### config.mk
export PLATFORM = sky130hd
export DESIGN_NAME = terminal_line_editor_top_flat
export DESIGN_NICKNAME = d
export VERILOG_FILES = /design/src/rtl/tle_pkg.sv /design/src/rtl/tle_if.sv /design/src/rtl/tle_front.sv /design/src/rtl/tle_queue.sv /design/src/rtl/tle_back.sv /design/src/rtl/terminal_line_editor_top.sv /design/src/flat_wrapper.sv
export SDC_FILE = /design/constraint.sdc
export NUM_CORES = 1
export LEC_CHECK = 0
export ABC_AREA = 0
export BUFFER_PORTS_ARGS = -buffer_cell sky130_fd_sc_hd__buf_2
export CAP_MARGIN = 30
export CORE_MARGIN = 4
export CORE_UTILIZATION = 50
export DETAILED_ROUTE_END_ITERATION = 7
export PLACE_DENSITY_LB_ADDON = 0.2
export SYNTH_ARGS = -nofsm -noshare
export SYNTH_HDL_FRONTEND = slang
export SYNTH_SLANG_ARGS = --single-unit
### constraint.sdc
create_clock -name clk_i -period 9.7 [get_ports clk_i]
set_input_delay 0 -clock clk_i [delete_from_list [all_inputs] [get_ports clk_i]]
set_output_delay 0 -clock clk_i [all_outputs]
set_load 0.1 [all_outputs]
### src/rtl/tle_pkg.sv
// shared types, constants and widths of the terminal line editor
`default_nettype none
package tle_pkg;

  localparam int STORE_DEPTH = 32;
  localparam int POS_W  = $clog2(STORE_DEPTH + 1);
  localparam int IDX_W  = (STORE_DEPTH > 1) ? $clog2(STORE_DEPTH) : 1;
  localparam int STEP_W = $clog2(STORE_DEPTH + 3);

  localparam logic [7:0] CH_NUL   = 8'h00;
  localparam logic [7:0] CH_BEL   = 8'h07;
  localparam logic [7:0] CH_BS    = 8'h08;
  localparam logic [7:0] CH_LF    = 8'h0A;
  localparam logic [7:0] CH_CR    = 8'h0D;
  localparam logic [7:0] CH_ESC   = 8'h1B;
  localparam logic [7:0] CH_SPACE = 8'h20;
  localparam logic [7:0] CH_LBRK  = 8'h5B;
  localparam logic [7:0] CH_P     = 8'h50;
  localparam logic [7:0] CH_A     = 8'h41;
  localparam logic [7:0] CH_B     = 8'h42;
  localparam logic [7:0] CH_C     = 8'h43;
  localparam logic [7:0] CH_D     = 8'h44;

  localparam logic REG_ESCAPE_MODE = 1'b0;
  localparam logic REG_ECHO_ENABLE = 1'b1;

  typedef enum logic [1:0] {
    KIND_TERM = 2'd0,
    KIND_LINE = 2'd1,
    KIND_END  = 2'd2
  } kind_e;

  typedef enum logic [2:0] {
    OP_ECHO_ONLY = 3'd0,
    OP_LINE_END  = 3'd1,
    OP_BS_DEL    = 3'd2,
    OP_BS_EMPTY  = 3'd3,
    OP_ARROW     = 3'd4
  } op_e;

  typedef struct packed {
    op_e              op;
    logic             echo;
    logic [7:0]       rx;
    logic [POS_W-1:0] len;
  } cmd_t;

  typedef struct packed {
    logic             en;
    logic [IDX_W-1:0] addr;
  } rd_req_t;

endpackage
`default_nettype wire

### src/rtl/tle_if.sv
// handshake channels for received bytes and result items
`default_nettype none
interface tle_in_if;
  logic       valid;
  logic       ready;
  logic [7:0] rx_byte;
  modport source (output valid, output rx_byte, input ready);
  modport sink   (input valid, input rx_byte, output ready);
endinterface

interface tle_out_if;
  logic       valid;
  logic       ready;
  logic [1:0] kind;
  logic [7:0] value;
  logic       last;
  modport source (output valid, output kind, output value, output last, input ready);
  modport sink   (input valid, input kind, input value, input last, output ready);
endinterface
`default_nettype wire

### src/rtl/tle_front.sv
// front end: config registers, byte classification, editor state and line store
`default_nettype none
module tle_front (
  input  wire logic           clk_i,
  input  wire logic           rst_ni,
  input  wire logic           cfg_we_i,
  input  wire logic           cfg_idx_i,
  input  wire logic           cfg_data_i,
  tle_in_if.sink              rx,
  output tle_pkg::cmd_t       cmd_o,
  output logic                cmd_valid_o,
  input  wire logic           cmd_ready_i,
  input  wire logic           line_done_i,
  input  wire tle_pkg::rd_req_t rd_req_i,
  output logic [7:0]          rd_data_o
);

  logic [7:0] line_mem [0:tle_pkg::STORE_DEPTH-1];

  logic                      esc_mode_q, echo_q;
  logic [tle_pkg::POS_W-1:0] wp_q, wp_d;
  logic                      csi_q, csi_d;
  logic [7:0]                prev_q, prev_d;
  logic                      lock_q, lock_d;

  logic       accept;
  logic       store_wr;
  logic       silent;
  logic [7:0] b;
  tle_pkg::op_e op;

  assign b      = rx.rx_byte;
  assign rx.ready = !lock_q && cmd_ready_i;
  assign accept = rx.valid && rx.ready;

  always_comb begin
    wp_d     = wp_q;
    csi_d    = csi_q;
    prev_d   = prev_q;
    store_wr = 1'b0;
    silent   = 1'b1;
    op       = tle_pkg::OP_ECHO_ONLY;
    if (wp_q >= tle_pkg::POS_W'(tle_pkg::STORE_DEPTH) || b == tle_pkg::CH_NUL ||
        b == tle_pkg::CH_LF || b == tle_pkg::CH_CR) begin
      op     = tle_pkg::OP_LINE_END;
      silent = 1'b0;
      wp_d   = '0;
      csi_d  = 1'b0;
      prev_d = '0;
    end else begin
      prev_d = b;
      priority if (b == tle_pkg::CH_BS) begin
        silent = 1'b0;
        if (wp_q != '0) begin
          op   = tle_pkg::OP_BS_DEL;
          wp_d = wp_q - tle_pkg::POS_W'(1);
        end else begin
          op   = tle_pkg::OP_BS_EMPTY;
        end
      end else if (esc_mode_q && b == tle_pkg::CH_ESC) begin
        // dropped
      end else if (esc_mode_q && b == tle_pkg::CH_LBRK && prev_q == tle_pkg::CH_ESC) begin
        csi_d = 1'b1;
      end else if (esc_mode_q && csi_q &&
                   (b == tle_pkg::CH_A || b == tle_pkg::CH_C || b == tle_pkg::CH_D)) begin
        op     = tle_pkg::OP_ARROW;
        silent = 1'b0;
        csi_d  = 1'b0;
      end else if (esc_mode_q && csi_q && b == tle_pkg::CH_B) begin
        csi_d = 1'b0;
      end else begin
        // not full here, so the write always lands
        store_wr = 1'b1;
        wp_d     = wp_q + tle_pkg::POS_W'(1);
      end
    end
  end

  assign cmd_o.op    = op;
  assign cmd_o.echo  = echo_q;
  assign cmd_o.rx    = b;
  assign cmd_o.len   = wp_q;
  assign cmd_valid_o = accept && (!silent || echo_q);

  // hold off new bytes until the back end has read the finished line
  always_comb begin
    lock_d = lock_q;
    if (line_done_i) lock_d = 1'b0;
    if (cmd_valid_o && op == tle_pkg::OP_LINE_END) lock_d = 1'b1;
  end

  always_ff @(posedge clk_i or negedge rst_ni) begin
    if (!rst_ni) begin
      esc_mode_q <= 1'b1;
      echo_q     <= 1'b0;
      wp_q       <= '0;
      csi_q      <= 1'b0;
      prev_q     <= '0;
      lock_q     <= 1'b0;
    end else begin
      if (cfg_we_i) begin
        unique case (cfg_idx_i)
          tle_pkg::REG_ESCAPE_MODE: esc_mode_q <= cfg_data_i;
          tle_pkg::REG_ECHO_ENABLE: echo_q     <= cfg_data_i;
          default: ;
        endcase
      end
      if (accept) begin
        wp_q   <= wp_d;
        csi_q  <= csi_d;
        prev_q <= prev_d;
      end
      lock_q <= lock_d;
    end
  end

  always_ff @(posedge clk_i) begin
    if (accept && store_wr) line_mem[wp_q[tle_pkg::IDX_W-1:0]] <= b;
    if (rd_req_i.en) rd_data_o <= line_mem[rd_req_i.addr];
  end

endmodule
`default_nettype wire

### src/rtl/tle_queue.sv
// two-entry command queue between front and back end
`default_nettype none
module tle_queue (
  input  wire logic          clk_i,
  input  wire logic          rst_ni,
  input  wire tle_pkg::cmd_t push_cmd_i,
  input  wire logic          push_valid_i,
  output logic               push_ready_o,
  output tle_pkg::cmd_t      pop_cmd_o,
  output logic               pop_valid_o,
  input  wire logic          pop_ready_i
);

  tle_pkg::cmd_t slot_q [0:1];
  logic       wr_ptr_q, rd_ptr_q;
  logic [1:0] cnt_q;
  logic       push, pop;

  assign push_ready_o = (cnt_q != 2'd2);
  assign pop_valid_o  = (cnt_q != 2'd0);
  assign push = push_valid_i && push_ready_o;
  assign pop  = pop_valid_o && pop_ready_i;
  assign pop_cmd_o = slot_q[rd_ptr_q];

  always_ff @(posedge clk_i or negedge rst_ni) begin
    if (!rst_ni) begin
      wr_ptr_q <= 1'b0;
      rd_ptr_q <= 1'b0;
      cnt_q    <= '0;
    end else begin
      if (push) wr_ptr_q <= !wr_ptr_q;
      if (pop)  rd_ptr_q <= !rd_ptr_q;
      if (push && !pop)      cnt_q <= cnt_q + 2'd1;
      else if (pop && !push) cnt_q <= cnt_q - 2'd1;
    end
  end

  always_ff @(posedge clk_i) begin
    if (push) slot_q[wr_ptr_q] <= push_cmd_i;
  end

endmodule
`default_nettype wire

### src/rtl/tle_back.sv
// back end: expands each command into result items through an output register
`default_nettype none
module tle_back (
  input  wire logic          clk_i,
  input  wire logic          rst_ni,
  input  wire tle_pkg::cmd_t cmd_i,
  input  wire logic          cmd_valid_i,
  output logic               cmd_ready_o,
  output logic               line_done_o,
  output tle_pkg::rd_req_t   rd_req_o,
  input  wire logic [7:0]    rd_data_i,
  tle_out_if.source          res
);

  tle_pkg::cmd_t              cur_q;
  logic                       act_q;
  logic [tle_pkg::STEP_W-1:0] step_q, j;

  logic       o_valid_q, o_last_q, o_line_q;
  logic [1:0] o_kind_q;
  logic [7:0] o_val_q;

  tle_pkg::kind_e e_kind;
  logic [7:0]     e_val, arrow;
  logic           e_last, e_line;
  logic           o_load, issue;

  assign o_load = !o_valid_q || res.ready;
  assign issue  = act_q && o_load;
  assign cmd_ready_o = !act_q;

  always_comb begin
    unique case (cur_q.rx)
      tle_pkg::CH_A: arrow = tle_pkg::CH_B;
      tle_pkg::CH_C: arrow = tle_pkg::CH_D;
      default:       arrow = tle_pkg::CH_C;
    endcase
  end

  // element number step_q of the current command
  always_comb begin
    j      = step_q - tle_pkg::STEP_W'(cur_q.echo);
    e_kind = tle_pkg::KIND_TERM;
    e_val  = cur_q.rx;
    e_last = 1'b0;
    e_line = 1'b0;
    if (cur_q.echo && step_q == '0) begin
      e_last = (cur_q.op == tle_pkg::OP_ECHO_ONLY);
    end else begin
      unique case (cur_q.op)
        tle_pkg::OP_LINE_END: begin
          if (j < tle_pkg::STEP_W'(cur_q.len)) begin
            e_kind = tle_pkg::KIND_LINE;
            e_line = 1'b1;
          end else begin
            e_kind = tle_pkg::KIND_END;
            e_val  = 8'(cur_q.len);
            e_last = 1'b1;
          end
        end
        tle_pkg::OP_BS_DEL: begin
          unique case (j)
            tle_pkg::STEP_W'(0): e_val = tle_pkg::CH_ESC;
            tle_pkg::STEP_W'(1): e_val = tle_pkg::CH_LBRK;
            default: begin
              e_val  = tle_pkg::CH_P;
              e_last = 1'b1;
            end
          endcase
        end
        tle_pkg::OP_BS_EMPTY: begin
          unique case (j)
            tle_pkg::STEP_W'(0): e_val = tle_pkg::CH_SPACE;
            tle_pkg::STEP_W'(1): e_val = tle_pkg::CH_ESC;
            tle_pkg::STEP_W'(2): e_val = tle_pkg::CH_LBRK;
            default: begin
              e_val  = tle_pkg::CH_BEL;
              e_last = 1'b1;
            end
          endcase
        end
        tle_pkg::OP_ARROW: begin
          unique case (j)
            tle_pkg::STEP_W'(0), tle_pkg::STEP_W'(3): e_val = tle_pkg::CH_ESC;
            tle_pkg::STEP_W'(1), tle_pkg::STEP_W'(4): e_val = tle_pkg::CH_LBRK;
            tle_pkg::STEP_W'(2): e_val = arrow;
            default: begin
              e_val  = tle_pkg::CH_BEL;
              e_last = 1'b1;
            end
          endcase
        end
        default: e_last = 1'b1;
      endcase
    end
  end

  // line bytes come from the store's read register, in step with the output register
  assign rd_req_o.en   = issue && e_line;
  assign rd_req_o.addr = j[tle_pkg::IDX_W-1:0];
  assign line_done_o   = issue && e_last && cur_q.op == tle_pkg::OP_LINE_END;

  always_ff @(posedge clk_i or negedge rst_ni) begin
    if (!rst_ni) begin
      act_q     <= 1'b0;
      step_q    <= '0;
      o_valid_q <= 1'b0;
    end else begin
      if (!act_q && cmd_valid_i) begin
        act_q  <= 1'b1;
        step_q <= '0;
      end else if (issue) begin
        if (e_last) act_q <= 1'b0;
        step_q <= step_q + tle_pkg::STEP_W'(1);
      end
      if (o_load) o_valid_q <= issue;
    end
  end

  always_ff @(posedge clk_i) begin
    if (!act_q && cmd_valid_i) cur_q <= cmd_i;
    if (issue) begin
      o_kind_q <= e_kind;
      o_val_q  <= e_val;
      o_last_q <= e_last;
      o_line_q <= e_line;
    end
  end

  assign res.valid = o_valid_q;
  assign res.kind  = o_kind_q;
  assign res.value = o_line_q ? rd_data_i : o_val_q;
  assign res.last  = o_last_q;

  a_end_is_last: assert property (@(posedge clk_i) disable iff (!rst_ni)
    o_valid_q && o_kind_q == tle_pkg::KIND_END |-> o_last_q)
    else $error("line end marker without last flag");

  a_step_bound: assert property (@(posedge clk_i) disable iff (!rst_ni)
    act_q && cur_q.op == tle_pkg::OP_LINE_END |->
      step_q <= tle_pkg::STEP_W'(cur_q.len) + tle_pkg::STEP_W'(cur_q.echo))
    else $error("line dump ran past its length");

  a_done_ends_cmd: assert property (@(posedge clk_i) disable iff (!rst_ni)
    line_done_o |=> !act_q)
    else $error("command still active after line end");

endmodule
`default_nettype wire

### src/rtl/terminal_line_editor_top.sv
// top level of the terminal line editor
//
//   channel  dir  handshake      payload
//   rx_i     in   valid/ready    rx_byte[7:0]
//   res_o    out  valid/ready    kind[1:0] value[7:0] last
//   cfg      in   cfg_we_i       cfg_idx_i, cfg_data_i
//
// a received byte is taken and, if it gives output, queued as a command; the
// back end sends one result item per cycle while the output is ready: up to 7
// for edits, up to STORE_DEPTH+2 (34) for a line end, read from the line store.
// after a line end no byte is taken until the last stored byte has been read.
// reset clears the editor state and queue; the line store is not cleared.
// a stalled output holds its item while the queue takes commands until it is full.
`default_nettype none
module terminal_line_editor_top (
  input  wire logic clk_i,
  input  wire logic rst_ni,
  input  wire logic cfg_we_i,
  input  wire logic cfg_idx_i,
  input  wire logic cfg_data_i,
  tle_in_if.sink    rx_i,
  tle_out_if.source res_o
);

  tle_pkg::cmd_t    f_cmd, q_cmd;
  logic             f_valid, f_ready, q_valid, q_ready;
  logic             line_done;
  tle_pkg::rd_req_t rd_req;
  logic [7:0]       rd_data;

  tle_front u_front (
    .clk_i       (clk_i),
    .rst_ni      (rst_ni),
    .cfg_we_i    (cfg_we_i),
    .cfg_idx_i   (cfg_idx_i),
    .cfg_data_i  (cfg_data_i),
    .rx          (rx_i),
    .cmd_o       (f_cmd),
    .cmd_valid_o (f_valid),
    .cmd_ready_i (f_ready),
    .line_done_i (line_done),
    .rd_req_i    (rd_req),
    .rd_data_o   (rd_data)
  );

  tle_queue u_queue (
    .clk_i        (clk_i),
    .rst_ni       (rst_ni),
    .push_cmd_i   (f_cmd),
    .push_valid_i (f_valid),
    .push_ready_o (f_ready),
    .pop_cmd_o    (q_cmd),
    .pop_valid_o  (q_valid),
    .pop_ready_i  (q_ready)
  );

  tle_back u_back (
    .clk_i       (clk_i),
    .rst_ni      (rst_ni),
    .cmd_i       (q_cmd),
    .cmd_valid_i (q_valid),
    .cmd_ready_o (q_ready),
    .line_done_o (line_done),
    .rd_req_o    (rd_req),
    .rd_data_i   (rd_data),
    .res         (res_o)
  );

endmodule
`default_nettype wire

### src/flat_wrapper.sv
// flat-port wrapper written by rule: the top's interface ports become plain ports
module terminal_line_editor_top_flat 
  (clk_i, rst_ni, cfg_we_i, cfg_idx_i, cfg_data_i, rx_i_valid, rx_i_rx_byte, rx_i_ready, res_o_valid, res_o_kind, res_o_value, res_o_last, res_o_ready);
  tle_in_if rx_i_i ();
  tle_out_if res_o_i ();
  input  wire logic clk_i;
  input  wire logic rst_ni;
  input  wire logic cfg_we_i;
  input  wire logic cfg_idx_i;
  input  wire logic cfg_data_i;
  input wire logic [$bits(rx_i_i.valid)-1:0] rx_i_valid;
  input wire logic [$bits(rx_i_i.rx_byte)-1:0] rx_i_rx_byte;
  output wire logic [$bits(rx_i_i.ready)-1:0] rx_i_ready;
  output wire logic [$bits(res_o_i.valid)-1:0] res_o_valid;
  output wire logic [$bits(res_o_i.kind)-1:0] res_o_kind;
  output wire logic [$bits(res_o_i.value)-1:0] res_o_value;
  output wire logic [$bits(res_o_i.last)-1:0] res_o_last;
  input wire logic [$bits(res_o_i.ready)-1:0] res_o_ready;
  assign rx_i_i.valid = rx_i_valid;
  assign rx_i_i.rx_byte = rx_i_rx_byte;
  assign rx_i_ready = rx_i_i.ready;
  assign res_o_valid = res_o_i.valid;
  assign res_o_kind = res_o_i.kind;
  assign res_o_value = res_o_i.value;
  assign res_o_last = res_o_i.last;
  assign res_o_i.ready = res_o_ready;
  terminal_line_editor_top u_core (.clk_i(clk_i), .rst_ni(rst_ni), .cfg_we_i(cfg_we_i), .cfg_idx_i(cfg_idx_i), .cfg_data_i(cfg_data_i), .rx_i(rx_i_i), .res_o(res_o_i));
endmodule
==> impl_table.tex <==
\begin{tabular}{lr}
\hline
Metric & Value \\
\hline
\multicolumn{2}{l}{\textbf{Outcome}} \\
Status & complete, no violations \\
\multicolumn{2}{l}{\textbf{STA}} \\
Portion of the clock cycle consumed by the worst path in the final layout & 42.49\% \\
Hold violation count in the final report & 0 \\
Actual slew at the worst max-slew pin & 1.067 ns \\
\# setup viols final & 0 \\
Unrepaired setup endpoints after global routing & false \\
Largest clock skew in the final design & 0.01522 ns \\
Final Critical Period & 4.122 ns \\
Worst max-slew margin expressed relative to the limit & 28.33\% \\
Post-route setup TNS & 0 ns \\
Peak Freq & 242.6 MHz \\
Slew Viols, Final & 0 \\
\multicolumn{2}{l}{\textbf{Global routing}} \\
Antenna violations before repair & 0 \\
Total global routing overflow & 0 \\
Number of global-route vias before repair & 8170 \\
Wire length of the first global-routing pass & 49940 um \\
Tot GR Track Use & 19.69\% \\
Maximum number of pins on one net before global-route repair & 50 \\
\multicolumn{2}{l}{\textbf{Logic synthesis}} \\
Number of flops mapped to enable cells by yosys & 330 \\
Total standard cell area after synthesis & 0.01512 mm2 \\
Top cells by area in the synthesized netlist & sky130\_fd\_sc\_hd\_\_edfxtp\_1, sky130\_fd\_sc\_hd\_\_mux4\_2, sky130\_fd\_sc\_hd\_\_dfrtp\_1, sky130\_fd\_sc\_hd\_\_mux2\_2, sky130\_fd\_sc\_hd\_\_nor2\_1 \\
Cell type contributing the most total cell area after synthesis & sky130\_fd\_sc\_hd\_\_edfxtp\_1 \\
Number of register bits inferred by synthesis & 360 \\
Register area share after synthesis & 70.53\% \\
Most frequently used flop master after synthesis & sky130\_fd\_sc\_hd\_\_edfxtp\_1 \\
Commonest cells in the netlist & sky130\_fd\_sc\_hd\_\_edfxtp\_1, sky130\_fd\_sc\_hd\_\_nor2\_1, sky130\_fd\_sc\_hd\_\_mux4\_2 \\
Post-Synthesis Net Count & 925 \\
Synth unique cells & 75 \\
Mean area per synthesized cell & 16.89 um2 \\
Synthesized instance count & 895 \\
Async S/R FF share, synth & 8.333\% \\
Synth top area share & 65.55\% \\
YS warnings & 0 \\
Library cell with the highest instance count after synthesis & sky130\_fd\_sc\_hd\_\_edfxtp\_1 \\
\multicolumn{2}{l}{\textbf{Floorplanning}} \\
Full die area & 0.03308 mm2 \\
Vertical die dimension & 181.9 um \\
Count of boundary I/O pins & 28 \\
Die Width & 181.9 um \\
Number of rows in the core area & 63 \\
Starting utilization of the core area & 50.87\% \\
Std-Cell Core Area & 0.02972 mm2 \\
\multicolumn{2}{l}{\textbf{Clocking}} \\
Clock Tree Root & sky130\_fd\_sc\_hd\_\_clkbuf\_16 \\
Number of buffers on the longest clock path & 3 \\
Clock H-tree levels & 2 \\
CTS clk-pin slew, worst paths & 0.06 ns \\
PostCTS Resize Cnt & 0 \\
Number of buffers created by CTS & 37 \\
Clock latency at the later pin of the worst-skew pair & 0.52 ns \\
CTS tree & done \\
CTS sink count & 360 \\
\multicolumn{2}{l}{\textbf{Min path}} \\
Hold/Removal Path Class & in -> reg \\
\multicolumn{2}{l}{\textbf{Cells and area}} \\
Layout cells sized above 1 & 21.06\% \\
Nets & 968 \\
Diode insertion count for antenna repair & 0 \\
Area added between synthesis and finish & 11.54\% \\
\multicolumn{2}{l}{\textbf{Placement}} \\
Estimated wirelength of the detail-placed design & 19920 um \\
IO Port Bufs & 27 \\
Final Wtd Congestion & 0.8901 \\
\multicolumn{2}{l}{\textbf{Power and ir drop}} \\
Leakage Power & 5.644 nW \\
Power density normalized to cell area & 335.9 mW/mm2 \\
Worst vdd rail ir drop & 259.0 uV \\
Total Power & 0.005664 W \\
\multicolumn{2}{l}{\textbf{Detailed routing}} \\
Routed len/inst & 23.93 um \\
Initial DRC count & 692 \\
First-pass iteration count of the detailed router & 5 \\
Routed vias/inst & 5.961 \\
Remaining antenna violation count & 0 \\
Routed vias & 8071 \\
Wirelength, routed & 32400 um \\
DRC viols & 0 \\
\multicolumn{2}{l}{\textbf{Critical path}} \\
Crit path required time & 9.83 ns \\
Critical Path Sink Type & flop \\
Start-to-end type of the worst setup path & reg -> reg \\
Launching element type of the critical path & flop \\
Data arrival at the endpoint of the critical path & 4.25 ns \\
Largest fanout on the critical path & 19 \\
\multicolumn{2}{l}{\textbf{Run}} \\
Max capacitance violation total & 0 \\
\hline
\end{tabular}
[worst paths after layout]
check | depth (start not counted) | start | slack (ns) | to
hold / removal | 5 | rx_i_valid | 0.01 | u_core.u_front.prev_q[3]
setup / recovery | 7 | u_core.u_back.step_q[2] | 5.58 | u_core.u_front.rd_data_o[6]
min in group asynchronous | 2 | rst_ni | 0.10 | u_core.u_back.step_q[1]
hold reg to reg | 2 | u_core.u_front.prev_q[3] | 0.47 | u_core.u_front.prev_q[3]
max in group asynchronous | 2 | rst_ni | 9.10 | u_core.u_front.wp_q[4]
setup reg to reg | 7 | u_core.u_back.step_q[2] | 5.58 | u_core.u_front.rd_data_o[6]
[metrics by stage]
stage	setup slack (ns)	area, um2	hold slack, ns	std cells	utilization, %
after floorplan	5.790	15120	-0.2956	895	-
after detailed placement	5.632	15620	0.1241	1282	52.55
final	5.578	16860	0.01396	1354	56.74
after CTS	5.576	16830	0.001651	1353	56.65
after global placement	5.713	15620	0.1167	1282	52.55
after global routing	5.239	16860	0.02665	1354	56.74
[timing repair]
item	4_1_cts	5_1_grt
hold endpoints to repair	32	0
hold buffers	6	0
buffers inserted	0	0
[area by class of cell]
class / instances / area, um2
fillers: 2254 / 12860
well taps: 390 / 488.0
repair buffers: 47 / 320.3
clock buffers: 43 / 969.7
clock inverters: 22 / 187.7
multi-input cells: 472 / 4159
inverters: 20 / 75.07
flip-flops and latches: 360 / 10660
[state kept, by name, summed over array words and instances, names as in the netlist]
signal / count
u_core.u_front.line_mem: 256
u_core.u_queue.slot_q: 36
u_core.u_back.cur_q: 18
u_core.u_back.o_val_q: 8
u_core.u_front.prev_q: 8
u_core.u_front.rd_data_o: 8
u_core.u_back.step_q: 6
u_core.u_front.wp_q: 6
u_core.u_back.res.kind: 2
u_core.u_queue.cnt_q: 2
u_core.u_back.act_q: 1
u_core.u_back.o_line_q: 1
u_core.u_back.res.last: 1
u_core.u_back.res.valid: 1
u_core.u_front.csi_q: 1
u_core.u_front.echo_q: 1
u_core.u_front.esc_mode_q: 1
u_core.u_front.lock_q: 1
u_core.u_queue.rd_ptr_q: 1
u_core.u_queue.wr_ptr_q: 1
[where the power goes]
part           leakage (nW)  internal [W]  switching [W]
registers              3.37       0.00195       0.000152
clock network         0.569      0.000795       0.000560
logic                  1.71      0.000869        0.00134
[critical path, stage by stage, from the launching register on]
cell                       delay [ns]
sky130_fd_sc_hd__dfrtp_1         0.84
sky130_fd_sc_hd__nor4b_4         0.13
sky130_fd_sc_hd__xnor2_1         0.67
sky130_fd_sc_hd__clkinv_1        0.50
sky130_fd_sc_hd__ha_1            0.34
sky130_fd_sc_hd__a21oi_1         0.17
sky130_fd_sc_hd__o211ai_1        0.20
sky130_fd_sc_hd__nor3_1          0.90
[cell usage in the layout (no fill, tap or decap), types with 11 or more instances in the layout]
cell and count:
sky130_fd_sc_hd__ha_1 13, sky130_fd_sc_hd__nand2b_1 12, sky130_fd_sc_hd__mux4_2 48, sky130_fd_sc_hd__nor2_1 64, sky130_fd_sc_hd__a31oi_1 13, sky130_fd_sc_hd__inv_1 17
sky130_fd_sc_hd__nand2_1 31, sky130_fd_sc_hd__clkbuf_16 38, sky130_fd_sc_hd__mux2_2 41, sky130_fd_sc_hd__dfrtp_1 29, sky130_fd_sc_hd__and3_1 11, sky130_fd_sc_hd__buf_4 13
sky130_fd_sc_hd__a21oi_1 36, sky130_fd_sc_hd__buf_2 27, sky130_fd_sc_hd__clkinv_1 11, sky130_fd_sc_hd__a221oi_1 16, sky130_fd_sc_hd__edfxtp_1 330, sky130_fd_sc_hd__nand3_1 12
sky130_fd_sc_hd__a22oi_1 26
[layer usage]
metal / GRT usage [%] / vias up / share of wire, %
li1: - / 3655 / -
met1: 29.36 / 4101 / 46
met2: 30.47 / 255 / 46
met3: 3.185 / 60 / 5.4
met4: 5.524 / 0 / 2.6
met5: 0 / - / 0
[cell families after synthesis]
kind of cell,share of synthesized area [%]
buf+inv,2.077
flops,70.53
mux,10.80
fa+ha+maj,1.291
simple gates,6.845
compound gates,7.251
xor+xnor,1.208
Power figures use the tool's default switching activity.
